--- config.mk ---
export PLATFORM = sky130hd
export DESIGN_NAME = ssag_rsp_fifo
export DESIGN_NICKNAME = d
export VERILOG_FILES = /design/src/strided_slice_address_generator_defines.svh /design/src/ssag_pkg.sv /design/src/ssag_rsp_fifo.sv
export SDC_FILE = /design/constraint.sdc
export NUM_CORES = 1
export LEC_CHECK = 0
export BUFFER_PORTS_ARGS = -buffer_cell sky130_fd_sc_hd__buf_4
export CORE_UTILIZATION = 53
export CTS_BUF_LIST = sky130_fd_sc_hd__clkbuf_4 sky130_fd_sc_hd__clkbuf_8
export CTS_CLUSTER_SIZE = 16
export DETAILED_ROUTE_END_ITERATION = 16
export HOLD_SLACK_MARGIN = 0.05
export PLACE_DENSITY = 0.72
export SLEW_MARGIN = 20
export SYNTH_ARGS = -nofsm -noshare
export SYNTH_HDL_FRONTEND = slang
export SYNTH_SLANG_ARGS = --single-unit
--- constraint.sdc ---
create_clock -name clock -period 18.1 [get_ports clock]
set_input_delay 0.905 -clock clock [delete_from_list [all_inputs] [get_ports clock]]
set_output_delay 0.905 -clock clock [all_outputs]
set_load 0.005 [all_outputs]
--- src/strided_slice_address_generator_defines.svh ---
// Assertion helpers shared by the address generator RTL.
// Every macro samples on the rising edge of clock and is quiet during reset.
`ifndef STRIDED_SLICE_ADDRESS_GENERATOR_DEFINES_SVH
`define STRIDED_SLICE_ADDRESS_GENERATOR_DEFINES_SVH

// Condition holds at every edge.
`define SSAG_ASSERT_ALWAYS(label, cond, msg) \
   label: assert property (@(posedge clock) disable iff (reset) (cond)) \
      else $error(msg);

// Consequent holds in the same cycle as the antecedent.
`define SSAG_ASSERT_IMPL(label, ante, cons, msg) \
   label: assert property (@(posedge clock) disable iff (reset) (ante) |-> (cons)) \
      else $error(msg);

// Consequent holds in the cycle after the antecedent.
`define SSAG_ASSERT_NEXT(label, ante, cons, msg) \
   label: assert property (@(posedge clock) disable iff (reset) (ante) |=> (cons)) \
      else $error(msg);

`endif

--- src/ssag_pkg.sv ---
`timescale 1ns / 1ps
package ssag_pkg;

   localparam int DEFAULT_MAX_DIMS   = 4;
   localparam int DEFAULT_COORD_BITS = 16;
   localparam int INDEX_BITS         = 64;
   localparam int DESC_BITS          = 64;
   localparam int ACTIVE_BITS        = 3;
   localparam int CSR_INDEX_BITS     = 3;
   localparam int NUM_DESC_REGS      = 4;

   // Descriptor field positions
   localparam int EXTENT_LSB = 48;
   localparam int BEGIN_LSB  = 32;
   localparam int SIZE_LSB   = 16;
   localparam int STEP_LSB   = 0;

   // Register indexes
   localparam logic [CSR_INDEX_BITS-1:0] REG_ACTIVE_DIMS = 3'd0;
   localparam logic [CSR_INDEX_BITS-1:0] REG_DIM0_DESC   = 3'd1;
   localparam logic [CSR_INDEX_BITS-1:0] REG_DIM3_DESC   = 3'd4;

   // Per-dimension load from the stride setup sequencer
   typedef struct packed {
      logic                  load;
      logic [INDEX_BITS-1:0] base;
      logic [INDEX_BITS-1:0] delta;
   } ssag_load_type;

   // One response entry
   typedef struct packed {
      logic [INDEX_BITS-1:0] source_index;
      logic [INDEX_BITS-1:0] dest_index;
      logic                  last;
      logic                  error;
   } ssag_rsp_type;

endpackage

--- src/ssag_rsp_fifo.sv ---
`timescale 1ns / 1ps
module ssag_rsp_fifo #(
   parameter int DEPTH = 6
) (
   input  logic                   clock,
   input  logic                   reset,
   input  logic                   push,
   input  ssag_pkg::ssag_rsp_type push_data,
   input  logic                   pop,
   output logic                   valid,
   output ssag_pkg::ssag_rsp_type data
);
   import ssag_pkg::*;

   localparam int PW = (DEPTH > 1) ? $clog2(DEPTH) : 1;
   localparam int CW = $clog2(DEPTH + 1);

   ssag_rsp_type  mem_ff [DEPTH];
   logic [PW-1:0] wr_ptr_ff, rd_ptr_ff;
   logic [CW-1:0] count_ff;

   assign valid = (count_ff != '0);
   assign data  = mem_ff[rd_ptr_ff];

   always_ff @(posedge clock) begin
      if (reset) begin
         wr_ptr_ff <= '0;
         rd_ptr_ff <= '0;
         count_ff  <= '0;
      end else begin
         if (push) begin
            wr_ptr_ff <= (wr_ptr_ff == PW'(DEPTH - 1)) ? '0 : wr_ptr_ff + PW'(1);
         end
         if (pop) begin
            rd_ptr_ff <= (rd_ptr_ff == PW'(DEPTH - 1)) ? '0 : rd_ptr_ff + PW'(1);
         end
         count_ff <= count_ff + CW'(push) - CW'(pop);
      end
      if (push) begin
         mem_ff[wr_ptr_ff] <= push_data;
      end
   end

endmodule

# Word level (Yosys, flattened, before mapping)
# Memories as Yosys holds them, arrays and structs flattened. A register that Yosys moved wholly into a read port is not among the register bits.
# Index checks and enable logic that the tools add are counted.
# totals
regBits,9
out_inout_bits,131
wordCells,17
in_bits,134
ram_bits,780
mem_count,1
# memory_table
name,words,width,read_ports,rd_clocked_by_memory_dff,write_ports,line,text
mem_ff,6,130,1,1,1,ssag_rsp_fifo.sv:18,ssag_rsp_type mem_ff [DEPTH];
# classes
eq_ne,2
muxes,6
n_reduce_logical,1
add_sub_neg,4
# ops
operator,count
3-bit 2-to-1 mux,4
"3-bit by 1-bit adder with 3-bit output, second input constant",2
"3-bit equality test, second input constant",2
3-bit by 1-bit adder with 3-bit output,1
3-bit nonzero test,1
3-bit by 1-bit subtractor with 3-bit output,1
1-bit 2-to-1 mux,2

# Depth between registers and ports, before layout
# logic_depth
word_depth,4
depth_mapped,7
depth_no_buf,7

# Least setup slack after synthesis
# OpenSTA, ideal clock, no wires.
# synth_timing
path_type,input to register
startpoint,input push
endpoint,"memory mem_ff[2][0] in the netlist's numbering, enable pin"
stages,2
path_slack_ns,6.875
t_required_ns,17.295
setup_ns,0.805
t_arrival_ns,10.420
n_path_buf,0
cell_sequence,nand2b_1 -> nor3b_1
# synth_via
elab_chain_cells,2
# synth_rtl
item,line,text
start: declaration,ssag_rsp_fifo.sv:7,"input logic push,"
1-bit 2-to-1 mux,ssag_rsp_fifo.sv:39,if (push) begin
1-bit 2-to-1 mux (not written as such),ssag_rsp_fifo.sv:40,mem_ff[wr_ptr_ff] <= push_data;
end: declaration,ssag_rsp_fifo.sv:18,
# Every way passes these cells.

==> metrics.md <==
| Metric | Value |
|---|---|
| Tmin final | 5168 ps |
| Multi-input combinational cell area | 6545 um^2 |
| Drt via density | 5.496 |
| DRT antenna net count | 0 |
| RD Place Congestion | 0.7309 |
| Sw frac | 20.98% |
| DRC viols | 0 |
| Number of flops mapped to enable cells by yosys | 780 |
| Commonest cells after routing, fill and taps aside | edfxtp_1, buf_4, clkbuf_8 |
| Pre-antenna DRT Iters | 5 |
| Slew @ Worst Pin | 1062 ps |
| Fmax | 193.5 MHz |
| Port buffer count | 264 |
| Setup Fix Bufs, Post-CTS | 0 |
| Vias in the first global route | 14510 |
| Net Switching | 0.0008155 W |
| CP endpoint kind | output port |
| Total gr overflow | 0 |
| Placed Area | 33340 um^2 |
| Logic pwr share | 8.6% |
| Design area | 35800 um^2 |
| CTS Buffer Depth | 3 |
| Final hold slack | 407.3 ps |
| Main synth FF type | edfxtp_1 |
| Number of antenna diodes | 0 |
| Clock skew | 18.54 ps |
| Sequential power share | 53.6% |
| Largest stage delay, worst path | 930 ps |
| RSZ-0062 raised after global routing | false |
| Vias | 13650 |
| Max Cap Viol | 0 |
| DIE HEIGHT | 242.4 um |
| Clock transition at path regs | 60 ps |
| Internal power | 0.003071 W |
| Sequential cell area | 23670 um^2 |
| Slew HR | 29.21% |
| Site Rows | 87 |
| Ports | 265 |
| Total global routing track utilization | 19.84% |
| Pleak | 12.06 nW |
| Status | completed |
| Final period utilization | 28.55% |
| CTS tree | yes |
| Setup violators final | 0 |
| Ys Warns | 0 |
| Layout cells sized above 1 | 45.89% |
| Hold Fails Final Rpt | 0 |
| Class of the most critical setup path | reg -> out |
| Hold_buf cts | 0 |
| Worst hold-check path type | in -> reg |
| Synth cell types | 25 |
| Crit-path cells | buf_4 -> buf_4 -> mux2_1 -> mux4_2 -> buf_4 |
| Nets | 1765 |
| Setup_tns | 0 ps |
| Fin. max-slew vios | 0 |
| Largest net degree at the start of global routing | 83 |
| Crit path required time | 17190 ps |
| Critical Path AT | 4260 ps |
| Post-DP HPWL | 31.89 mm |
| Sequential-to-total area share from yosys stat | 77.28% |
| Global-route wire length before repair | 87.55 mm |
| Critical-path top delay cell | dfxtp_4 |
| Post-Synthesis Cells | 1278 |
| Post-CTS Resized | 0 |
| Top cell by count, worst path | buf_4 |
| DRT iter0 DRCs | 899 |
| Die area | 58740 um^2 |
| Most common cell after layout, fill and taps aside | edfxtp_1 |
| Total CTS buffers | 121 |
| Filler cells | 3823 |
| Startpoint Class | flip-flop |
| Syn Nets | 1415 |
| Async S/R FF share, synth | 0% |
| Worst VDD drop | 92.41 uV |
| Overall die width | 242.4 um |
| Syn Area/Cell | 23.96 um^2 |
| Area of the mapped netlist | 30620 um^2 |
| CTS Sinks | 792 |
| Routed Wire Length | 57.36 mm |
| Core area | 56710 um^2 |
| Htree depth | 3 |
| Clk_lat worst skew | 710 ps |
| Area grow syn2layout | 16.91% |
| Power per cell area | 108.6 nW/um^2 |
| Initial Util | 53.99% |
| WL/cell | 23.09 um |
| Initial antenna violation count | 2 |
| Crit Path Max Fanout | 58 |
| #FFs+latches synth | 792 |
| Clock Power Share | 37.7% |
| Clock Root Buffer | clkbuf_8 |
metrics by stage:
step / std cells / util, % / worst slack (ps) / total power [W]
after floorplan: 1278 / - / 6875 / 0.002319
after global placement: 2261 / 58.79 / 13680 / 0.002455
after detailed placement: 2261 / 58.79 / 13610 / 0.002465
after CTS: 2484 / 63.12 / 12830 / 0.003929
after global routing: 2484 / 63.12 / 12720 / 0.004027
final: 2484 / 63.12 / 12930 / 0.003886
state kept, by name, indices dropped and copies added (netlist names), named ones only:
name       cells
mem_ff       780
count_ff       3
rd_ptr_ff      3
wr_ptr_ff      3
area by class of cell:
| class | instances | share of cell area [%] |
|---|---|---|
| clock inverter | 47 | 0.8563 |
| clock buffer | 176 | 5.998 |
| inverter | 6 | 0.09087 |
| timing repair buffer | 286 | 5.998 |
| sequential | 792 | 66.13 |
| tap | 756 | 2.642 |
| multi-input combinational | 421 | 18.28 |
critical path, delay by kind of cell, from the launching register on:
kind	cells	cell delay (ps)
buf+inv	3	1640
flops	1	930
mux	2	860
routing by layer:
metal	GRT usage [%]	vias to the layer above	share of wire (%)
met5	0	-	0.023
met4	5.752	2	1.6
met3	5.860	79	6.7
met2	31.82	381	50
met1	26.47	7148	42
li1	-	6041	-
power groups by stage:
stage / Clock [W] / Combinational (W) / Sequential [W]
4_1_cts: 0.00150 / 0.000342 / 0.00209
2_1_floorplan: 0 / 0.000196 / 0.00212
6_report: 0.00147 / 0.000335 / 0.00208
3_3_place_gp: 0 / 0.000334 / 0.00212
3_5_place_dp: 0 / 0.000341 / 0.00212
5_1_grt: 0.00158 / 0.000361 / 0.00209
Yosys cell counts (5+ instances only):
cell	number	area, um^2
a21oi_1	5	25.02
buf_2	17	85.08
buf_6	23	259.0
clkbuf_1	19	71.32
dfxtp_1	12	240.2
edfxtp_1	780	23420
inv_1	6	22.52
mux2_1	90	1013
mux2_2	60	675.7
mux2_4	110	1652
mux4_2	130	2928
kinds of logic after synthesis:
group | count (synthesis) | share of synthesized area, %
multiplexers | 390 | 20.47
buffers and inverters | 65 | 1.430
flip-flops | 792 | 77.28
AO/OA/AOI/OAI | 9 | 0.2125
adder cells (fa/ha/maj) | 3 | 0.1471
XOR/XNOR | 2 | 0.1062
AND/OR/NAND/NOR | 17 | 0.3555
path summary, 6_finish.rpt:
path | from | end | slack [ps] | cells after the start
min | push_data[87] | mem_ff[5][87] | 410 | 1
max reg2reg | wr_ptr_ff[0] | mem_ff[3][82] | 15420 | 3
max | flip-flop | data[105] | 12930 | 5
min reg2reg | rd_ptr_ff[1] | flip-flop | 540 | 2
Power figures use the tool's default switching activity.
