$ cat src/strided_slice_address_generator_defines.svh
// Assertion helpers shared by the address generator RTL.
// Every macro samples on the rising edge of clock and is quiet during reset.
`ifndef STRIDED_SLICE_ADDRESS_GENERATOR_DEFINES_SVH
`define STRIDED_SLICE_ADDRESS_GENERATOR_DEFINES_SVH

// Condition holds at every edge.
`define SSAG_ASSERT_ALWAYS(label, cond, msg) \
   label: assert property (@(posedge clock) disable iff (reset) (cond)) \
      else $error(msg);

// Consequent holds in the same cycle as the antecedent.
`define SSAG_ASSERT_IMPL(label, ante, cons, msg) \
   label: assert property (@(posedge clock) disable iff (reset) (ante) |-> (cons)) \
      else $error(msg);

// Consequent holds in the cycle after the antecedent.
`define SSAG_ASSERT_NEXT(label, ante, cons, msg) \
   label: assert property (@(posedge clock) disable iff (reset) (ante) |=> (cons)) \
      else $error(msg);

`endif

$ cat src/ssag_pkg.sv
`timescale 1ns / 1ps
package ssag_pkg;

   localparam int DEFAULT_MAX_DIMS   = 4;
   localparam int DEFAULT_COORD_BITS = 16;
   localparam int INDEX_BITS         = 64;
   localparam int DESC_BITS          = 64;
   localparam int ACTIVE_BITS        = 3;
   localparam int CSR_INDEX_BITS     = 3;
   localparam int NUM_DESC_REGS      = 4;

   // Descriptor field positions
   localparam int EXTENT_LSB = 48;
   localparam int BEGIN_LSB  = 32;
   localparam int SIZE_LSB   = 16;
   localparam int STEP_LSB   = 0;

   // Register indexes
   localparam logic [CSR_INDEX_BITS-1:0] REG_ACTIVE_DIMS = 3'd0;
   localparam logic [CSR_INDEX_BITS-1:0] REG_DIM0_DESC   = 3'd1;
   localparam logic [CSR_INDEX_BITS-1:0] REG_DIM3_DESC   = 3'd4;

   // Per-dimension load from the stride setup sequencer
   typedef struct packed {
      logic                  load;
      logic [INDEX_BITS-1:0] base;
      logic [INDEX_BITS-1:0] delta;
   } ssag_load_type;

   // One response entry
   typedef struct packed {
      logic [INDEX_BITS-1:0] source_index;
      logic [INDEX_BITS-1:0] dest_index;
      logic                  last;
      logic                  error;
   } ssag_rsp_type;

endpackage

$ cat src/ssag_setup.sv
`timescale 1ns / 1ps
module ssag_setup #(
   parameter int MAX_DIMS   = 4,
   parameter int COORD_BITS = 16
) (
   input  logic                          clock,
   input  logic                          reset,
   input  logic                          start,
   input  logic [MAX_DIMS-1:0]           dim_active,
   input  logic [COORD_BITS-1:0]         dim_extent [MAX_DIMS],
   input  logic [COORD_BITS-1:0]         dim_first  [MAX_DIMS],
   input  logic [COORD_BITS-1:0]         dim_step   [MAX_DIMS],
   output logic                          busy,
   output ssag_pkg::ssag_load_type       load_o     [MAX_DIMS]
);
   import ssag_pkg::*;

   localparam int DW = (MAX_DIMS > 1) ? $clog2(MAX_DIMS) : 1;
   localparam int BW = $clog2(COORD_BITS);

   typedef enum logic {IDLE, RUN} state_type;

   state_type             state_ff, state_in;
   logic [DW-1:0]         dim_ff, dim_in;
   logic [BW-1:0]         bit_ff, bit_in;
   logic [INDEX_BITS-1:0] stride_ff, stride_in;
   logic [INDEX_BITS-1:0] mcand_ff, mcand_in;
   logic [INDEX_BITS-1:0] acc_base_ff, acc_base_in;
   logic [INDEX_BITS-1:0] acc_delta_ff, acc_delta_in;
   logic [INDEX_BITS-1:0] acc_stride_ff, acc_stride_in;

   logic [INDEX_BITS-1:0] base_sum, delta_sum, stride_sum, stride_next;
   logic                  last_bit;
   logic [DW-1:0]         next_dim;

   // One shift-add step per cycle for begin, step and extent of one dimension
   assign base_sum    = acc_base_ff + (dim_first[dim_ff][bit_ff] ? mcand_ff : '0);
   assign delta_sum   = acc_delta_ff + (dim_step[dim_ff][bit_ff] ? mcand_ff : '0);
   assign stride_sum  = acc_stride_ff + (dim_extent[dim_ff][bit_ff] ? mcand_ff : '0);
   assign last_bit    = (bit_ff == BW'(COORD_BITS - 1));
   assign stride_next = dim_active[dim_ff] ? stride_sum : stride_ff;
   assign next_dim    = dim_ff - DW'(1);
   assign busy        = (state_ff == RUN);

   always_comb begin
      for (int d = 0; d < MAX_DIMS; d++) begin
         load_o[d].load  = (state_ff == RUN) && last_bit && (dim_ff == DW'(d));
         load_o[d].base  = base_sum;
         load_o[d].delta = delta_sum;
      end
   end

   always_comb begin
      state_in      = state_ff;
      dim_in        = dim_ff;
      bit_in        = bit_ff;
      stride_in     = stride_ff;
      mcand_in      = mcand_ff;
      acc_base_in   = acc_base_ff;
      acc_delta_in  = acc_delta_ff;
      acc_stride_in = acc_stride_ff;
      if (start) begin
         state_in      = RUN;
         dim_in        = DW'(MAX_DIMS - 1);
         bit_in        = '0;
         stride_in     = INDEX_BITS'(1);
         mcand_in      = dim_active[MAX_DIMS-1] ? INDEX_BITS'(1) : '0;
         acc_base_in   = '0;
         acc_delta_in  = '0;
         acc_stride_in = '0;
      end else if (state_ff == RUN) begin
         if (last_bit) begin
            // move out one dimension; inactive ones contribute nothing
            stride_in     = stride_next;
            bit_in        = '0;
            acc_base_in   = '0;
            acc_delta_in  = '0;
            acc_stride_in = '0;
            if (dim_ff == '0) begin
               state_in = IDLE;
            end else begin
               dim_in   = next_dim;
               mcand_in = dim_active[next_dim] ? stride_next : '0;
            end
         end else begin
            bit_in        = bit_ff + BW'(1);
            mcand_in      = {mcand_ff[INDEX_BITS-2:0], 1'b0};
            acc_base_in   = base_sum;
            acc_delta_in  = delta_sum;
            acc_stride_in = stride_sum;
         end
      end
   end

   always_ff @(posedge clock) begin
      if (reset) begin
         state_ff <= IDLE;
      end else begin
         state_ff <= state_in;
      end
      dim_ff        <= dim_in;
      bit_ff        <= bit_in;
      stride_ff     <= stride_in;
      mcand_ff      <= mcand_in;
      acc_base_ff   <= acc_base_in;
      acc_delta_ff  <= acc_delta_in;
      acc_stride_ff <= acc_stride_in;
   end

endmodule

$ cat config.mk
export PLATFORM = sky130hd
export DESIGN_NAME = ssag_setup
export DESIGN_NICKNAME = d
export VERILOG_FILES = /design/src/strided_slice_address_generator_defines.svh /design/src/ssag_pkg.sv /design/src/ssag_setup.sv
export SDC_FILE = /design/constraint.sdc
export NUM_CORES = 1
export LEC_CHECK = 0
export BUFFER_PORTS_ARGS = -buffer_cell sky130_fd_sc_hd__buf_4
export CAP_MARGIN = 20
export CORE_AREA = 4 4 273 275
export CTS_BUF_LIST = sky130_fd_sc_hd__clkbuf_16
export DETAILED_ROUTE_END_ITERATION = 16
export DIE_AREA = 0 0 277 279
export GPL_TIMING_DRIVEN = 0
export PLACE_DENSITY = 0.62
export SLEW_MARGIN = 20
export SYNTH_ARGS = -nofsm -noshare
export SYNTH_HDL_FRONTEND = slang
export SYNTH_SLANG_ARGS = --single-unit
$ cat constraint.sdc
create_clock -name clock -period 7.55 [get_ports clock]
set_clock_uncertainty 0.2 [all_clocks]
set_input_delay 1.51 -clock clock [delete_from_list [all_inputs] [get_ports clock]]
set_output_delay 1.51 -clock clock [all_outputs]
set_load 0.01 [all_outputs]
# Yosys cells after proc, flatten, opt, wreduce, memory -nomap -nowiden
# Cells that the tools add are included.
# word_totals
latchBits	0
ram_bits	0
output_inout_bits	517
word_cells	71
in_bits	199
mem_count	0
mem_bits_ro	0
reg_bits	327
# op_classes
n_eq_ne	5
n_shift	0
n_reduce_logical	10
n_addsub	5
bitwise_logic	2
order_cmp	4
mul	0
n_mux	37
div	0
# op_table
cell	n
$mux W64	12
$add A64 B64 Y64	3
$bmux W16 S2	3
$mux W16	6
$bmux W1 S4	3
$mux W1	10
$lt A2 B3 Y1 const B	2
$logic_and A1 B1 Y1	5
$lt A4 B5 Y1 const B	1
$add A4 B1 Y4 const B	1
$bmux W1 S2	2
$eq A2 B2 Y1 const B	2
$eq A4 B4 Y1 const B	1
$mux W4	1
$reduce_and A2 Y1	2
$ge A3 B3 Y1 const B	1
$ne A3 B3 Y1 const B	1
$not A2 Y3	1
$reduce_and A3 Y1	1
$eq A2 B1 Y1 const B	1
$logic_not A2 Y1	1
$reduce_bool A2 Y1	1
$sub A2 B1 Y2 const B	1
$not A1 Y1	1

# Longest topological paths before layout
# depth
depth_word	14
ltp_mapped	25
ltp_nobuf	20

# Worst setup path after synthesis
# OpenSTA, ideal clock, no wires.
# synth_path
kind	input to output
startpoint	input dim_first[7] in the netlist's numbering
endpoint	output load_o[237] in the netlist's numbering
t_required_ps	5840
arrival_ps	6193
path_buffers	3
path_slack_ps	-353
stages	21
cell_sequence	mux4_2 > mux4_2 > nand2_1 > nand3_1 > o21a_1 > buf_2 > clkbuf_1 > and2_1 > ha_1 > fa_1 > a21o_1 > a221o_1 > a22oi_2 > nand2_2 > a31oi_4 > o21ai_2 > and4_1 > a311o_1 > a221oi_2 > xnor2_1 > buf_4
# synth_lines
item	line	rtl
start, declared	ssag_setup.sv:11	input logic [COORD_BITS-1:0] dim_first [MAX_DIMS],
end, declared	ssag_setup.sv:14	output ssag_pkg::ssag_load_type load_o [MAX_DIMS]

==> flow_summary.ini <==
[run_status]
status = finished, violations left
violations = negative setup slack

[global_routing]
grt_usage_pct = 27.6
overflow = 0
grt_pass1_vias = 28100
grt_max_degree = 38
antenna_found_initial = 4
grt_pass1_wl_mm = 169

[worst_hold_path]
hold_path_end = stride_ff[3]
hp-class = reg -> reg
holdPathStages = 2
hp-start = stride_ff[3]

[sta]
rsz0062_at_grt = true
tightest_slew_ps = 1100
max_slew_margin_pct = 26.7
setup_viol = 369
fin_ws_ps = -805
maxSlewViolCount = 0
fmax_mhz = 120
layout_min_cycle_time_ps = 8350
hold_viol_final = 0
fin_crit_sh_pct = 111

[floorplanning]
ios = 716
die_w_um = 277
start_util_pct = 39.5
dieArea_um2 = 77300
core_area_um2 = 72300
dieHeight_um = 279
row_count = 99

[placed_design]
dp_hpwl_mm = 90.5
pre_cts_ws_ps = -1860
placedCellCount = 5190
place_area_um2 = 35300
port_buffers = 715
routabilityCongestion = 0.947

[yosys]
ys_async_sr_fraction_pct = 0
syn_nets = 3909
synth_cells = 3513
synth_seq_cells = 327
syn_avg_cell_area_um2 = 8.13
netlist_area_um2 = 28600
synth-main-ff-cell = dfxtp_1
ys_warn_count = 0
synth_cell_type_count = 88
synth_seq_area_share_pct = 25.2
synth_edf_count = 64

[power]
comb_power_share_pct = 41.7
leakage_uw = 0.0186
power_density_nw_per_um2 = 180
p_sw_uw = 2450
swShare_pct = 33.8
power.share.clock_pct = 30.8
pwr-share-seq_pct = 27.5
intPower_uw = 4810
ir_worst_vdd_mv = 0.169

[layout]
drive_above_1_share_pct = 37.8
final_cells = 5357
syn2layout_area_growth_pct = 41.1
n_antenna_cell = 0
stdcell_area_um2 = 40300
nNetsFinal = 4761

[clock_network]
cts_made_buffers = 41
clkTransAtPathRegs_ps = 60
root_buffer = clkbuf_16
holdBufCountCts = 0
cts_tree = yes
clkSinkCount = 327
clockBufferDepth = 3
ctsHtreeMaxLevel = 2
clock_latency_ps = 590

[worst_setup_path]
arrival_ps = 6640
cp_top_family = compound AO/OA/AOI/OAI gates
reg2reg_from = bit_ff[0]
r2r_slack_ps = 430
cp_num_buf_inv = 5
reg2reg_to = mcand_ff[62]
cp_slowest_stage_delay_ps = 510
required_ps = 5840
slowest_stage = mux4_2
worst_setup_path_end_kind = output pin
rr_worst_depth = 23
path_cells = buf_6 -> mux4_2 -> mux4_2 -> nand2_2 -> nand3_2 -> o21a_4 -> buf_12 -> clkbuf_16 -> and2_4 -> ha_4 -> fa_2 -> a21o_1 -> a221o_1 -> a22oi_2 -> nand2_2 -> a31oi_4 -> o21ai_4 -> and4_1 -> a311o_1 -> a221oi_4 -> xnor2_2 -> buf_4 -> buf_6
cp_max_fo = 5
crit_type = in -> out
cp-start-kind = input port

[drt]
routed_wl_mm = 115
drtPass1Iterations = 5
drc = 0
vias_per_cell = 5.50
via_count = 29500
wl_per_cell_um = 21.4
drt_iter0_drc = 2512
antenna_left = 0

[run]
maxCapViolations = 0
power by group through the flow:
stage | combinational (uW) | clock [uW] | sequential, uW
after global placement | 2710 | 0 | 2030
final | 3030 | 2240 | 2000
after global routing | 3240 | 2320 | 2000
after floorplan | 1590 | 0 | 1960
after detailed placement | 2730 | 0 | 2020
after CTS | 2850 | 2260 | 1990
cells in the mapped netlist, types with 38 or more instances:
| master | instances | share of area (%) |
|---|---|---|
| buf_4 | 386 | 10 |
| a21o_1 | 100 | 2.6 |
| xnor2_1 | 110 | 3.4 |
| inv_1 | 60 | 0.79 |
| a22oi_1 | 102 | 2.7 |
| nor2_1 | 237 | 3.1 |
| xor2_1 | 74 | 2.3 |
| a211oi_1 | 42 | 1.1 |
| edfxtp_1 | 64 | 6.7 |
| clkbuf_1 | 175 | 2.3 |
| nand4_1 | 48 | 1.1 |
| and2_1 | 206 | 4.5 |
| ha_1 | 194 | 8.5 |
| nand3_1 | 63 | 1.1 |
| dfxtp_1 | 263 | 18 |
| o21bai_1 | 38 | 1.0 |
| a22o_1 | 67 | 2.1 |
| mux4_2 | 50 | 3.9 |
| nand2_1 | 334 | 4.4 |
| o21ai_0 | 137 | 2.4 |
| o21ai_1 | 62 | 1.1 |
| a21oi_1 | 285 | 5.0 |
worst max-delay path by stage:
stage	from	end	slack, ps	depth (start not counted)
3_5_place_dp	dim_step[2]	load_o[450]	-1860	22
4_1_cts	dim_first[23]	load_o[382]	-820	23
3_3_place_gp	dim_step[35]	load_o[189]	-2130	23
2_1_floorplan	dim_first[7]	load_o[253]	-100	21
5_1_grt	dim_first[23]	load_o[237]	-910	23
6_report	dim_first[23]	load_o[237]	-800	23
placed cells by master, fill, tap and decap left out, types with 48 or more instances in the layout:
cell type / count
buf_4: 1085
nand2_1: 317
dfxtp_1: 263
a21oi_1: 251
nor2_1: 233
and2_1: 191
clkbuf_1: 142
ha_1: 141
o21ai_0: 131
buf_6: 129
a22oi_1: 102
a21o_1: 100
xnor2_1: 79
a22o_1: 67
edfxtp_1: 64
inv_1: 62
nand3_1: 60
o21ai_1: 53
mux4_2: 50
nand4_1: 48
xor2_1: 48
layer usage:
metal | share of wire, % | track usage (%) | vias to the layer above | wire length [um]
met3 | 6.7 | 3.66 | 172 | 7680
met5 | 0.011 | 0 | - | 13
met1 | 41 | 34.8 | 14200 | 46500
li1 | - | - | 14000 | -
met2 | 50 | 49.1 | 1161 | 57000
met4 | 3.1 | 8.75 | 2 | 3600
worst reg2reg max path, stage by stage, from the launching register on:
cell and delay, ps:
dfxtp_1 340, clkbuf_1 350, clkbuf_1 450, nor2b_1 510, a22oi_1 140, a21oi_1 170
a211oi_1 80, a21oi_2 480, clkbuf_1 430, and2_1 200, ha_1 200, inv_1 70
fa_1 430, nand2b_1 160, a21oi_1 290, a211oi_2 220, a221oi_1 650, nor4_1 130
nor2_1 390, a31oi_1 250, o31a_1 340, xnor2_1 170, mux2i_1 160, o21ai_1 70
area by class of cell:
class                      count  area [um^2]
inverter                      61          229
multi-input combinational   2543        19700
fill                        6774        32100
clock inverter                33          434
sequential                   327         7190
buffer                       564         3860
timing repair buffer         827         6580
tap                          959         1200
clock buffer                  43         1080
logic make-up (layout without fill, tap and decap cells):
| logic type | Yosys count | after routing | synth area share [%] |
|---|---|---|---|
| multiplexers | 92 | 92 | 5.44 |
| buffers and inverters | 643 | 1528 | 13.6 |
| AND/OR/NAND/NOR | 1035 | 1035 | 17.4 |
| flip-flops | 327 | 327 | 25.2 |
| AO/OA/AOI/OAI | 1034 | 1034 | 23.9 |
| adder cells (fa/ha/maj) | 197 | 197 | 8.71 |
| XOR/XNOR | 185 | 185 | 5.70 |
flip-flops by register name, summed over array words and instances (netlist names):
| name | cells |
|---|---|
| mcand_ff | 64 |
| acc_delta_ff | 64 |
| busy | 1 |
| acc_stride_ff | 64 |
| acc_base_ff | 64 |
| bit_ff | 4 |
| dim_ff | 2 |
| stride_ff | 64 |
what timing repair did:
item,4_1_cts,5_1_grt
resized for setup,214,308
setup endpoints to repair,424,404
pin swaps,67,90
buffers inserted,50,65
gates cloned,2,0
metrics by stage:
step           hold WS [ps]  total power, uW  util, %  setup TNS (ps)
2_1_floorplan           231             3550        -            -499
3_3_place_gp            240             4740     48.7         -498000
3_5_place_dp            246             4760     48.8         -429240
4_1_cts                 254             7100     53.0         -147110
5_1_grt                 267             7560     55.7         -183660
6_report                255             7260     55.7         -131600
No activity file was read; power rests on OpenSTA's default activity.
