===== src/strided_slice_address_generator_defines.svh =====
// Assertion helpers shared by the address generator RTL.
// Every macro samples on the rising edge of clock and is quiet during reset.
`ifndef STRIDED_SLICE_ADDRESS_GENERATOR_DEFINES_SVH
`define STRIDED_SLICE_ADDRESS_GENERATOR_DEFINES_SVH

// Condition holds at every edge.
`define SSAG_ASSERT_ALWAYS(label, cond, msg) \
   label: assert property (@(posedge clock) disable iff (reset) (cond)) \
      else $error(msg);

// Consequent holds in the same cycle as the antecedent.
`define SSAG_ASSERT_IMPL(label, ante, cons, msg) \
   label: assert property (@(posedge clock) disable iff (reset) (ante) |-> (cons)) \
      else $error(msg);

// Consequent holds in the cycle after the antecedent.
`define SSAG_ASSERT_NEXT(label, ante, cons, msg) \
   label: assert property (@(posedge clock) disable iff (reset) (ante) |=> (cons)) \
      else $error(msg);

`endif


===== src/ssag_pkg.sv =====
`timescale 1ns / 1ps
package ssag_pkg;

   localparam int DEFAULT_MAX_DIMS   = 4;
   localparam int DEFAULT_COORD_BITS = 16;
   localparam int INDEX_BITS         = 64;
   localparam int DESC_BITS          = 64;
   localparam int ACTIVE_BITS        = 3;
   localparam int CSR_INDEX_BITS     = 3;
   localparam int NUM_DESC_REGS      = 4;

   // Descriptor field positions
   localparam int EXTENT_LSB = 48;
   localparam int BEGIN_LSB  = 32;
   localparam int SIZE_LSB   = 16;
   localparam int STEP_LSB   = 0;

   // Register indexes
   localparam logic [CSR_INDEX_BITS-1:0] REG_ACTIVE_DIMS = 3'd0;
   localparam logic [CSR_INDEX_BITS-1:0] REG_DIM0_DESC   = 3'd1;
   localparam logic [CSR_INDEX_BITS-1:0] REG_DIM3_DESC   = 3'd4;

   // Per-dimension load from the stride setup sequencer
   typedef struct packed {
      logic                  load;
      logic [INDEX_BITS-1:0] base;
      logic [INDEX_BITS-1:0] delta;
   } ssag_load_type;

   // One response entry
   typedef struct packed {
      logic [INDEX_BITS-1:0] source_index;
      logic [INDEX_BITS-1:0] dest_index;
      logic                  last;
      logic                  error;
   } ssag_rsp_type;

endpackage


===== src/ssag_cell.sv =====
`timescale 1ns / 1ps
module ssag_cell #(
   parameter int COORD_BITS = 16
) (
   input  logic                                clock,
   input  ssag_pkg::ssag_load_type             load_i,
   input  logic [COORD_BITS-1:0]               dim_first,
   input  logic [COORD_BITS-1:0]               dim_size,
   input  logic [COORD_BITS-1:0]               dim_step,
   input  logic                                active,
   input  logic                                carry_in,
   input  logic                                take,
   input  logic                                walk_en,
   input  logic                                restart,
   output logic                                carry_out,
   output logic [ssag_pkg::INDEX_BITS-1:0]     contrib
);
   import ssag_pkg::*;

   logic [COORD_BITS-1:0] pos_ff;
   logic [INDEX_BITS-1:0] contrib_ff;
   logic [INDEX_BITS-1:0] base_ff;
   logic [INDEX_BITS-1:0] delta_ff;

   logic [COORD_BITS-1:0] pos_eff;
   logic [INDEX_BITS-1:0] contrib_eff;
   logic [COORD_BITS:0]   pos_stepped;
   logic [COORD_BITS:0]   pos_end;
   logic                  wrap;
   logic                  advance;

   // restart drops the walk back to the first element before this request
   assign pos_eff     = restart ? dim_first : pos_ff;
   assign contrib_eff = restart ? base_ff : contrib_ff;
   assign pos_stepped = {1'b0, pos_eff} + {1'b0, dim_step};
   assign pos_end     = {1'b0, dim_first} + {1'b0, dim_size};
   assign wrap        = (pos_stepped >= pos_end);
   assign advance     = walk_en && active && carry_in;
   assign carry_out   = active && carry_in && wrap;
   assign contrib     = contrib_eff;

   always_ff @(posedge clock) begin
      if (load_i.load) begin
         base_ff    <= load_i.base;
         delta_ff   <= load_i.delta;
         contrib_ff <= load_i.base;
         pos_ff     <= dim_first;
      end else if (take) begin
         if (advance && wrap) begin
            pos_ff     <= dim_first;
            contrib_ff <= base_ff;
         end else if (advance) begin
            pos_ff     <= pos_stepped[COORD_BITS-1:0];
            contrib_ff <= contrib_eff + delta_ff;
         end else begin
            pos_ff     <= pos_eff;
            contrib_ff <= contrib_eff;
         end
      end
   end

endmodule


===== config.mk =====
export PLATFORM = sky130hd
export DESIGN_NAME = ssag_cell
export DESIGN_NICKNAME = d
export VERILOG_FILES = /design/src/strided_slice_address_generator_defines.svh /design/src/ssag_pkg.sv /design/src/ssag_cell.sv
export SDC_FILE = /design/constraint.sdc
export NUM_CORES = 1
export LEC_CHECK = 0
export ABC_AREA = 1
export BUFFER_PORTS_ARGS = -buffer_cell sky130_fd_sc_hd__buf_2
export CORE_ASPECT_RATIO = 2
export CORE_MARGIN = 2
export CORE_UTILIZATION = 40
export CTS_BUF_LIST = sky130_fd_sc_hd__clkbuf_2 sky130_fd_sc_hd__clkbuf_4 sky130_fd_sc_hd__clkbuf_8
export DETAILED_ROUTE_END_ITERATION = 12
export GPL_ROUTABILITY_DRIVEN = 0
export RECOVER_POWER = 25
export REMOVE_ABC_BUFFERS = 1
export SLEW_MARGIN = 5
export SYNTH_ARGS = -nofsm -noshare
export SYNTH_HDL_FRONTEND = slang
export SYNTH_SLANG_ARGS = --single-unit

===== constraint.sdc =====
create_clock -name clock -period 4.1 [get_ports clock]
set_clock_uncertainty 0.05 [all_clocks]
set_input_delay 0.41 -clock clock [delete_from_list [all_inputs] [get_ports clock]]
set_output_delay 0.41 -clock clock [all_outputs]
set_load 0.005 [all_outputs]

# After elaboration in Yosys (flattened, before gate mapping)
# Cells that the tools add are included.
# op_classes
add_sub_neg	3
multipliers	0
div_mod_pow	0
n_lt_le_gt_ge	1
eq_ne	0
n_shift	0
muxes	10
n_bitwise	0
reduce_logical	6
# op_table
operator	n
two-way mux 64 bit	5
two-way mux 16 bit	5
adder 64 bit	1
adder 16 x 16 -> 17 bit	2
>= comparator 17 bit	1
logical AND 1 bit	5
nonzero test 2 bit	1
# totals
reg_bits	208
latchBits	0
ramBits	0
mem_bits_ro	0
input_bits	183
output_inout_bits	65
word_cells	24
mem_count	0

# Logic depth before layout (Yosys ltp)
# Gate-level depths: netlist of run 1.
# logic_depth
word_depth	7
mapped_depth	29
depth_no_buf	25

# Worst setup path after synthesis of run 1
# No wires, ideal clock.
# synth_path
path_kind	input-to-reg
start	input port restart
end	register contrib_ff[11], data pin
arrival_time_ps	3956
path_slack_ps	-165
stages	26
n_path_buf	5
cell_sequence	clkbuf_1 inv_1 buf_2 clkbuf_1 o21ai_0 ha_1 fa_1 nand3_1 nand2_1 nand3_1 nand3_1 nand2_1 inv_1 or2_2 ha_1 nand2_1 inv_1 nand3_1 nor2_1 nand4_1 nand4_4 nand2_4 buf_6 buf_2 o211ai_1 nand2_1
# synth_via
elab_chain_cells	7
word_cells_on_any_way	10
classes_between	add/sub (2); order compare (1); mux (6); reduce/logical (1)
# synth_rtl
item	line_no	text
start: declaration	ssag_cell.sv:14	input logic restart,
two-way mux 16 bit	ssag_cell.sv:33	assign pos_eff = restart ? dim_first : pos_ff;
adder 16 x 16 -> 17 bit	ssag_cell.sv:35	assign pos_stepped = {1'b0, pos_eff} + {1'b0, dim_step};
>= comparator 17 bit	ssag_cell.sv:37	assign wrap = (pos_stepped >= pos_end);
logical AND 1 bit	ssag_cell.sv:49	if (advance && wrap) begin
two-way mux 64 bit (*)	ssag_cell.sv:49	
two-way mux 64 bit (*)	ssag_cell.sv:48	end else if (take) begin
two-way mux 64 bit (*)	ssag_cell.sv:43	if (load_i.load) begin
end signal: assignment	ssag_cell.sv:46	contrib_ff <= load_i.base;
end signal: assignment	ssag_cell.sv:51	contrib_ff <= base_ff;
end signal: assignment	ssag_cell.sv:54	contrib_ff <= contrib_eff + delta_ff;
end: declaration	ssag_cell.sv:21	logic [INDEX_BITS-1:0] contrib_ff;
# Mark *: on every way between the ends. The rest lies on a longest branch, timed or not. The select of a mux whose other input is x is not followed.
# A chain may end at the register's enable or synchronous reset.

# Final worst setup path of run 1
# layout_path
start	register pos_ff[0]
end	output port carry_out
# layout_via
elab_chain_cells	4
# layout_rtl
item	line_no	text
start: declaration	ssag_cell.sv:20	logic [COORD_BITS-1:0] pos_ff;
start signal: assignment	ssag_cell.sv:47	pos_ff <= dim_first;
start signal: assignment	ssag_cell.sv:50	pos_ff <= dim_first;
start signal: assignment	ssag_cell.sv:53	pos_ff <= pos_stepped[COORD_BITS-1:0];
two-way mux 16 bit	ssag_cell.sv:33	
adder 16 x 16 -> 17 bit	ssag_cell.sv:35	
>= comparator 17 bit	ssag_cell.sv:37	
logical AND 1 bit	ssag_cell.sv:39	assign carry_out = active && carry_in && wrap;
end: declaration	ssag_cell.sv:15	output logic carry_out,
# Every way passes these cells.

==> flow_metrics.env, run 1 <==
export IMPL_post_drt_wl_per_cell_um=18.4
export IMPL_whs_ps=53.1
export IMPL_syn_to_final_growth_pct=31.6
export IMPL_die_area_mm2=0.0455
export IMPL_hold_depth=1
export IMPL_grt_first_pass_wirelength_um=100000
export IMPL_via_per_inst=5.10
export IMPL_ir_drop_mv=0.165
export IMPL_grt_max_degree=121
export IMPL_cts_buffers=34
export IMPL_clock_sinks=208
export IMPL_final_cell_mix="nand2_1 (1111), inv_1 (431), edfxtp_1 (208)"
export IMPL_cts_tree="done"
export IMPL_worst_setup_path_type="reg2out"
export IMPL_final_util_pct=53.2
export IMPL_r2r_start="pos_ff[0]"
export IMPL_grt_overflow_total=0
export IMPL_die_width_um=152
export IMPL_yosys_warnings=0
export IMPL_crit_required_ps=3640
export IMPL_antenna_left=0
export IMPL_cts_root_buf="clkbuf_8"
export IMPL_hold_viol=0
export IMPL_power_density_mw_per_mm2=361
export IMPL_antenna_found_initial=1
export IMPL_status="complete, but fails checks"
export IMPL_coreArea_mm2=0.0432
export IMPL_io_pins=248
export IMPL_period_share_pct=101
export IMPL_grt_util_met3_pct=3.36
export IMPL_synth_area_per_cell_um2=6.64
export IMPL_finalPower_w=0.00831
export IMPL_synth_cells=2637
export IMPL_rsz0062_at_grt="yes"
export IMPL_r2r_slack_ps=60
export IMPL_gr_usage_met1_pct=24.7
export IMPL_ys_flop_type="edfxtp_1"
export IMPL_clkTransAtPathRegs_ps=70
export IMPL_fmax_mhz=240
export IMPL_slew_headroom_pct=49.2
export IMPL_critPathArrivalTime_ps=3700
export IMPL_fin_nets=3461
export IMPL_dr_pass1_iters=8
export IMPL_layout_commonest_cell="nand2_1"
export IMPL_synth_top_area_share_pct=35.7
export IMPL_async_reset_ff_share_pct=0
export IMPL_slew_violations=0
export IMPL_seq_area_frac_synth_pct=35.7
export IMPL_synth_edf_count=208
export IMPL_post_route_min_period_ps=4160
export IMPL_grt_pass1_vias=19100
export IMPL_worst_pin_slew_ps=762
export IMPL_endpoint_kind="output pin"
export IMPL_cts_buffer_depth=3
export IMPL_min_to="base_ff[28]"
export IMPL_p_leak_nw=12.1
export IMPL_synth_area_mm2=0.0175
export IMPL_drc=0
export IMPL_h_tree_depth=2
export IMPL_hp_class="in2reg"
export IMPL_rows=108
export IMPL_violations="negative setup slack"
export IMPL_nFillCells=4325
export IMPL_setup_viol=1
export IMPL_fin_ws_ps=-61.5
export IMPL_hpwl_um=52000
export IMPL_drive_above_1_share_pct=16.5
export IMPL_io_buffers=247
export IMPL_drt_initial_drc_count=1083
export IMPL_start_util_pct=40.5
export IMPL_synth_cell_types=36
export IMPL_worstHoldStart="load_i[92]"
export IMPL_use_met2_pct=56.2
export IMPL_tns_ps=-61.5
export IMPL_gr_max_usage_layer="met2"
export IMPL_yosys_area_top_type="edfxtp_1"
export IMPL_r2r_cells=24
export IMPL_cap_violations=0
export IMPL_ys_ff_latch=208
export IMPL_path_max_fanout=6
export IMPL_die_h_um=300
export IMPL_synthTopCellsByArea="edfxtp_1 (36%), nand2_1 (24%), inv_1 (9.3%), ha_1 (8.0%), nand3_1 (4.4%)"
export IMPL_grt_usage_pct=28.4
export IMPL_routed_wl_um=68600
export IMPL_startpoint_type="flip-flop"
export IMPL_worstSkewPairLatency_ps=580
export IMPL_worst_r2r_endpoint="contrib_ff[56]"
export IMPL_num_vias=19100
-- final cells by class --
class | count | area, um2 | share of cell area, %
inverters | 437 | 1640 | 7.14
repair buffers | 552 | 4000 | 17.4
multi-input cells | 1930 | 9780 | 42.5
clock buffers | 46 | 577 | 2.51
diodes | 1 | 2.50 | 0.0109
flip-flops and latches | 208 | 6250 | 27.1
clock inverters | 12 | 83.8 | 0.364
well taps | 550 | 688 | 2.99
-- layer usage --
| metal | vias to the layer above | wire [um] | share of wire, % |
|---|---|---|---|
| li1 | 9374 | - | - |
| met1 | 8676 | 21700 | 32 |
| met2 | 722 | 36900 | 54 |
| met3 | 296 | 3160 | 4.6 |
| met4 | 0 | 6880 | 10 |
| met5 | - | 0 | 0 |
-- Yosys cell counts (2+ instances only) --
cell	n
nand2_1	1126
inv_1	434
edfxtp_1	208
nor2_1	156
nand3_1	153
o21ai_0	117
ha_1	112
a21oi_1	90
clkbuf_1	42
xnor2_1	27
o211ai_1	21
xor2_1	20
or2_2	18
nand4_1	17
nor3_1	16
buf_2	10
o21ai_1	9
nand3b_1	8
buf_1	7
o31ai_1	7
o21bai_1	6
a31oi_1	5
and2_1	4
buf_6	4
a21boi_0	3
fa_1	3
inv_2	3
nor3_2	2
nor4_1	2
-- power by group --
| group | internal (W) | leakage, nW | switching (W) |
|---|---|---|---|
| Clock | 0.000977 | 0.347 | 0.000912 |
| Sequential | 0.00259 | 2.09 | 0.0000837 |
| Combinational | 0.00149 | 9.69 | 0.00226 |
-- how the worst max path moves through the flow --
stage,startpoint,endpoint,slack (ps),cells after the start
3_5_place_dp,restart,contrib_ff[62],-380,25
4_1_cts,pos_ff[0],carry_out,-60,20
2_1_floorplan,restart,pos_ff[0],-1580,22
5_1_grt,pos_ff[10],carry_out,-250,20
3_3_place_gp,restart,contrib_ff[62],-340,25
6_report,pos_ff[0],carry_out,-60,20
-- timing repair --
action,4_1_cts,5_1_grt
gates cloned,0,8
setup endpoints to repair,62,63
buffers inserted,6,15
gates resized for setup,43,55
endpoints found under the hold margin,119,0
hold buffers,119,0
pin swaps,22,38
-- logic make-up (layout without fill, tap and decap cells) --
| logic type | after synthesis | after routing | synth area share [%] |
|---|---|---|---|
| buffers and inverters | 500 | 1047 | 11.0 |
| AND/OR/NAND/NOR | 1505 | 1506 | 34.5 |
| AO/OA/AOI/OAI | 262 | 262 | 8.14 |
| adder cells (fa/ha/maj) | 115 | 115 | 8.35 |
| other | 0 | 1 | 0 |
| flip-flops | 208 | 208 | 35.7 |
| XOR/XNOR | 47 | 47 | 2.35 |
-- worst max-delay path: stages, from the launching register on --
cell,delay (ps)
edfxtp_1,370
nand2_1,90
o21ai_2,60
ha_2,200
fa_2,370
nand3_2,80
nand2_2,80
nand3_2,100
nand3_4,120
a21oi_4,180
or2_4,150
nand2_2,60
ha_4,270
nand4_1,150
nor2_2,180
nand4_1,160
nand4_4,150
buf_6,150
nand3_2,60
inv_1,50
buf_2,100
-- metrics by stage --
step	instances	setup WS [ps]	area, um2
after floorplan	2574	-1580	17200
after global routing	3736	-254	23000
final	3736	-61.5	23000
after global placement	3530	-343	20400
after CTS	3713	-61.6	22600
after detailed placement	3530	-383	20400
-- state kept, by name (all words and copies together) (netlist names) --
name        cells
pos_ff         16
contrib_ff     64
base_ff        64
delta_ff       64
Note: power is estimated with default switching activity, not from simulation.
==> inputs of run 2 (changes only) <==
Settings changed: ABC_AREA 1 to unset.
==> flow_metrics.env, run 2 <==
export IMPL_hpwl_um=38600
export IMPL_whs_ps=27.0
export IMPL_post_drt_wl_per_cell_um=19.9
export IMPL_drt_initial_drc_count=678
export IMPL_synth_cell_types=83
export IMPL_fmax_mhz=192
export IMPL_antenna_left=0
export IMPL_worstSkewPairLatency_ps=550
export IMPL_crit_required_ps=3640
export IMPL_p_leak_nw=9.65
export IMPL_clkTransAtPathRegs_ps=70
export IMPL_async_reset_ff_share_pct=0
export IMPL_cap_violations=1
export IMPL_stdcell_count=2699
export IMPL_die_area_mm2=0.0393
export IMPL_grt_usage_pct=26.7
export IMPL_synthTopCellsByArea="edfxtp_1 (42%), ha_1 (9.3%), mux2_2 (5.9%), nand2_1 (4.4%), a21oi_1 (3.7%)"
export IMPL_yosys_warnings=0
export IMPL_start_util_pct=40.5
export IMPL_r2r_cells=22
export IMPL_power_frac_comb_pct=52.6
export IMPL_die_h_um=278
export IMPL_r2r_start="pos_ff[0]"
export IMPL_h_tree_depth=2
export IMPL_cts_tree="done"
export IMPL_hp_class="in2reg"
export IMPL_cts_buffer_depth=3
export IMPL_setup_viol=81
export IMPL_dr_pass1_iters=5
export IMPL_drive_above_1_share_pct=39.7
export IMPL_switching_power_w=0.00358
export IMPL_critPathArrivalTime_ps=4760
export IMPL_post_route_min_period_ps=5220
export IMPL_synth_cells=1505
export IMPL_min_to="base_ff[42]"
export IMPL_p_sw_share_pct=35.4
export IMPL_p_int_w=0.00654
export IMPL_syn_to_final_growth_pct=49.1
export IMPL_tns_ps=-63460
export IMPL_coreArea_mm2=0.0372
export IMPL_slew_headroom_pct=-43.7
export IMPL_routed_wl_um=53800
export IMPL_layout_commonest_cell="buf_4"
export IMPL_grt_first_pass_wirelength_um=81900
export IMPL_dp_cells=2482
export IMPL_ys_top_cells_by_count="edfxtp_1 (208), nand2_1 (177), ha_1 (112)"
export IMPL_io_buffers=247
export IMPL_grt_max_degree=75
export IMPL_startpoint_type="flip-flop"
export IMPL_worst_r2r_endpoint="contrib_ff[25]"
export IMPL_synth_edf_count=208
export IMPL_cts_root_buf="clkbuf_8"
export IMPL_synth_area_mm2=0.0150
export IMPL_final_cell_mix="buf_4 (350), buf_2 (213), edfxtp_1 (208)"
export IMPL_via_per_inst=5.49
export IMPL_grt_pass1_vias=15700
export IMPL_yosys_area_top_type="edfxtp_1"
export IMPL_r2r_slack_ps=-910
export IMPL_cts_buffers=35
export IMPL_hold_viol=0
export IMPL_power_density_mw_per_mm2=451
export IMPL_io_pins=248
export IMPL_ys_ff_latch=208
export IMPL_worst_setup_path_type="reg2out"
export IMPL_die_width_um=141
export IMPL_reg_top3="base_ff x64, contrib_ff x64, delta_ff x64"
export IMPL_hold_depth=1
export IMPL_path_max_fanout=3
export IMPL_worst_pin_slew_ps=2160
export IMPL_violations="max-capacitance violations, max-slew violations, negative setup slack"
export IMPL_clock_power_share_pct=20.9
export IMPL_worstHoldStart="load_i[106]"
export IMPL_num_vias=14800
export IMPL_rsz0062_at_grt="yes"
export IMPL_drc=0
export IMPL_status="complete, but fails checks"
export IMPL_endpoint_kind="output pin"
export IMPL_fin_ws_ps=-1120
export IMPL_period_share_pct=127
export IMPL_ys_flop_type="edfxtp_1"
export IMPL_synth_area_per_cell_um2=9.99
export IMPL_antenna_found_initial=2
export IMPL_ir_drop_mv=0.271
export IMPL_synth_most_common_cell="edfxtp_1"
export IMPL_fin_nets=2512
export IMPL_clock_sinks=208
export IMPL_seq_area_frac_synth_pct=41.5
export IMPL_grt_overflow_total=0
export IMPL_rows=100
export IMPL_slew_violations=33
export IMPL_seqPwrFrac_pct=26.5
export IMPL_synth_top_area_share_pct=41.5
-- run 2: cell types whose count changed in the layout (fill, tap and decap cells not counted), moves of 20 or more --
cell | previous run | this run
nor2_1 | 149 | 61
o21ai_0 | 108 | 39
buf_4 | 164 | 350
nand3_1 | 147 | 24
a21o_1 | 0 | 50
o21ai_1 | 14 | 77
a31oi_1 | 3 | 30
inv_1 | 431 | 38
buf_2 | 193 | 213
xnor2_1 | 26 | 51
clkbuf_1 | 52 | 32
mux2_2 | 0 | 77
nand2_1 | 1111 | 150
-- run 2: cells by family after synthesis --
family	after synthesis	share of synthesized area, %
XOR/XNOR	82	4.78
flip-flops	208	41.5
adder cells (fa/ha/maj)	115	9.72
buffers and inverters	120	3.14
multiplexers	91	6.71
AO/OA/AOI/OAI	481	21.4
AND/OR/NAND/NOR	408	12.7
-- run 2: power groups by stage --
| stage | logic (W) | registers, W | clock network, W |
|---|---|---|---|
| 2_1_floorplan | 0.00213 | 0.00268 | 0 |
| 3_3_place_gp | 0.00398 | 0.00271 | 0 |
| 3_5_place_dp | 0.00404 | 0.00272 | 0 |
| 4_1_cts | 0.00487 | 0.00267 | 0.00215 |
| 5_1_grt | 0.00571 | 0.00270 | 0.00223 |
| 6_report | 0.00532 | 0.00268 | 0.00211 |
-- run 2: metal layers --
| metal | vias to the layer above | wire [um] | GRT usage, % |
|---|---|---|---|
| met5 | - | 0 | 0 |
| met4 | 0 | 2630 | 12.3 |
| met3 | 146 | 2030 | 3.18 |
| met2 | 404 | 30300 | 53.4 |
| met1 | 7120 | 18900 | 26.6 |
| li1 | 7145 | - | - |
-- run 2: worst max path at each step --
| stage | from | depth (start not counted) | slack, ps | endpoint |
|---|---|---|---|---|
| after floorplan | dim_first[0] | 18 | -5070 | contrib_ff[39] |
| after global placement | restart | 20 | -1350 | contrib_ff[25] |
| after detailed placement | restart | 21 | -1440 | contrib_ff[7] |
| after CTS | pos_ff[0] | 21 | -970 | carry_out |
| after global routing | pos_ff[0] | 19 | -1270 | carry_out |
| final | pos_ff[0] | 19 | -1120 | carry_out |
-- run 2: cell type report --
class                   instances  area [um2]
repair buffers                754        5780
inverters                      38         143
diodes                          1        2.50
well taps                     459         574
flip-flops and latches        208        6250
fillers                      3192       14700
clock inverters                20         220
multi-input cells            1177        8920
clock buffers                  42         534
-- run 2: critical path, cell delays in order, from the launching register on --
cell	delay, ps
edfxtp_1	360
mux2_4	300
ha_4	170
fa_2	350
a21oi_2	190
o21bai_1	110
a21oi_2	190
o21ai_2	100
a41oi_2	270
a21oi_2	120
a31oi_4	230
xnor2_2	100
ha_1	320
nand3_1	90
or4_4	570
a31oi_4	260
buf_6	140
buf_6	80
and3_4	170
buf_6	90
-- run 2: what timing repair did --
action                                  CTS  global route
hold buffers                            111             0
pin swaps                                30            86
endpoints found under the hold margin   111             0
setup buffers                            18            20
resized for setup                       113           133
cloned                                    9             4
endpoints found under the setup margin   81            81
-- run 2: metrics by stage --
step	setup slack [ps]	power [W]	util [%]	area, um2
finish	-1120	0.0101	60.3	22400
global route	-1270	0.0106	60.3	22400
CTS	-973	0.00970	58.9	21900
detailed placement	-1440	0.00676	52.0	19300
global placement	-1350	0.00669	52.0	19300
floorplan	-5070	0.00481	-	14700
==> inputs of run 3 (changes only) <==
Settings changed: ABC_AREA set to 1, CORE_UTILIZATION 40 to 50, PLACE_DENSITY set to 0.74.
==> flow_metrics.env, run 3 (synthesis results as in run 1) <==
export IMPL_status="complete, but fails checks"
export IMPL_violations="max-capacitance violations, max-slew violations, negative setup slack"
export IMPL_pre_cts_ws_ps=-540
export IMPL_hp_class="in2reg"
export IMPL_p_leak_nw=12.2
export IMPL_worstSkewPairLatency_ps=610
export IMPL_r2r_cells=23
export IMPL_worstPathCellList="nand2_1, o21ai_0, ha_1, inv_1, o21ai_2, o21bai_1, a31oi_2, nand2_1, nand2_1, nand2_2, ha_4, nand4_1, nor2_2, nand4_1, nand4_4, buf_12, nand3_2, inv_2, buf_6"
export IMPL_final_cell_mix="nand2_1 (1116), inv_1 (429), edfxtp_1 (208), buf_2 (208), buf_4 (196)"
export IMPL_startpoint="pos_ff[12]"
export IMPL_worst_r2r_endpoint="contrib_ff[22]"
export IMPL_max_stage_delay_ps=360
export IMPL_cap_violations=1
export IMPL_post_drt_wl_per_cell_um=18.0
export IMPL_whs_ps=80.3
export IMPL_clkTransAtPathRegs_ps=70
export IMPL_io_buffers=247
export IMPL_cts_root_buf="clkbuf_8"
export IMPL_slowest_stage="edfxtp_1"
export IMPL_cp_common_cell="nand2_1"
export IMPL_slew_headroom_pct=-14.7
export IMPL_slew_violations=32
export IMPL_nFillCells=2940
export IMPL_via_per_inst=5.37
export IMPL_startpoint_type="flip-flop"
export IMPL_power_density_mw_per_mm2=362
export IMPL_endpoint_kind="output pin"
export IMPL_post_route_min_period_ps=4220
export IMPL_critPathArrivalTime_ps=3760
export IMPL_dr_pass1_iters=9
export IMPL_worst_pin_slew_ps=1720
export IMPL_period_share_pct=103
export IMPL_num_vias=19600
export IMPL_setup_viol=13
export IMPL_hpwl_um=48700
export IMPL_die_area_mm2=0.0366
export IMPL_antenna_left=0
export IMPL_fmax_mhz=237
export IMPL_routed_wl_um=65600
export IMPL_cts_buffers=29
export IMPL_antenna_found_initial=3
export IMPL_r2r_slack_ps=-90
export IMPL_coreArea_mm2=0.0344
export IMPL_h_tree_depth=1
export IMPL_finalPower_w=0.00831
export IMPL_layout_commonest_cell="nand2_1"
export IMPL_grt_max_degree=97
export IMPL_grt_pass1_vias=19900
export IMPL_ir_drop_mv=0.291
export IMPL_clock_sinks=208
export IMPL_drc=0
export IMPL_rsz0062_at_grt="yes"
export IMPL_hold_viol=0
export IMPL_grt_first_pass_wirelength_um=99000
export IMPL_cts_buffer_depth=3
export IMPL_tns_ps=-653
export IMPL_fin_ws_ps=-123
export IMPL_crit_end="carry_out"
export IMPL_cts_tree="done"
export IMPL_drt_initial_drc_count=1253
export IMPL_rows=96
export IMPL_fin_nets=3484
export IMPL_reg_top3="base_ff x64, contrib_ff x64, delta_ff x64"
export IMPL_start_util_pct=50.9
export IMPL_die_h_um=269
export IMPL_grt_usage_pct=35.4
export IMPL_crit_required_ps=3640
export IMPL_syn_to_final_growth_pct=31.2
export IMPL_io_pins=248
export IMPL_path_max_fanout=3
export IMPL_r2r_start="pos_ff[12]"
export IMPL_die_width_um=136
export IMPL_worst_setup_path_type="reg2out"
export IMPL_grt_overflow_total=0
export IMPL_drive_above_1_share_pct=17.3
==> run 3: worst min path at each step <==
stage                         end     startpoint  depth (start not counted)
floorplan              base_ff[0]     load_i[64]                          0
global placement    contrib_ff[3]     base_ff[3]                          2
detailed placement  contrib_ff[3]     base_ff[3]                          2
CTS                     pos_ff[8]   dim_first[8]                          3
global route            pos_ff[8]   dim_first[8]                          3
finish                 pos_ff[11]  dim_first[11]                          3
==> run 3: layer usage <==
layer  share of wire (%)  track usage (%)
met1                  30             30.4
met2                  52             65.0
met3                 6.4             6.75
met4                  11             35.8
met5                   0                0
==> run 3: worst max-delay path, delay by kind of cell, from the launching register on <==
| family | cells | cell delay, ps |
|---|---|---|
| simple gates | 9 | 1060 |
| compound gates | 4 | 760 |
| fa+ha+maj | 2 | 610 |
| buf+inv | 4 | 370 |
| flops | 1 | 360 |
==> run 3: cell type report <==
cell class | instances | area [um2] | share of cell area (%)
repair buffers | 581 | 4130 | 18.0
inverters | 437 | 1640 | 7.16
clock inverters | 17 | 174 | 0.758
well taps | 441 | 552 | 2.40
diodes | 3 | 7.51 | 0.0327
clock buffers | 35 | 444 | 1.94
flip-flops and latches | 208 | 6250 | 27.2
multi-input cells | 1929 | 9760 | 42.5
==> run 3: stage by stage <==
step / cell area [um2] / instances / utilization, %
floorplan: 17200 / 2574 / -
global placement: 20600 / 3455 / 59.9
detailed placement: 20600 / 3455 / 59.9
CTS: 22800 / 3644 / 66.5
global route: 23000 / 3650 / 66.8
finish: 23000 / 3651 / 66.8
==> run 3: power by group <==
group	total, W	switching (W)	internal, W	leakage (nW)
Combinational	0.00382	0.00228	0.00154	9.80
Sequential	0.00268	0.0000847	0.00259	2.09
Clock	0.00180	0.000840	0.000964	0.322
Total	0.00831	0.00321	0.00510	12.2
==> run 3: timing repair <==
| item | 4_1_cts | 5_1_grt |
|---|---|---|
| hold buffers | 128 | 0 |
| buffers inserted | 10 | 4 |
| endpoints found under the setup margin | 81 | 77 |
| gates resized for setup | 64 | 23 |
| hold endpoints to repair | 128 | 0 |
| pin swaps | 33 | 25 |
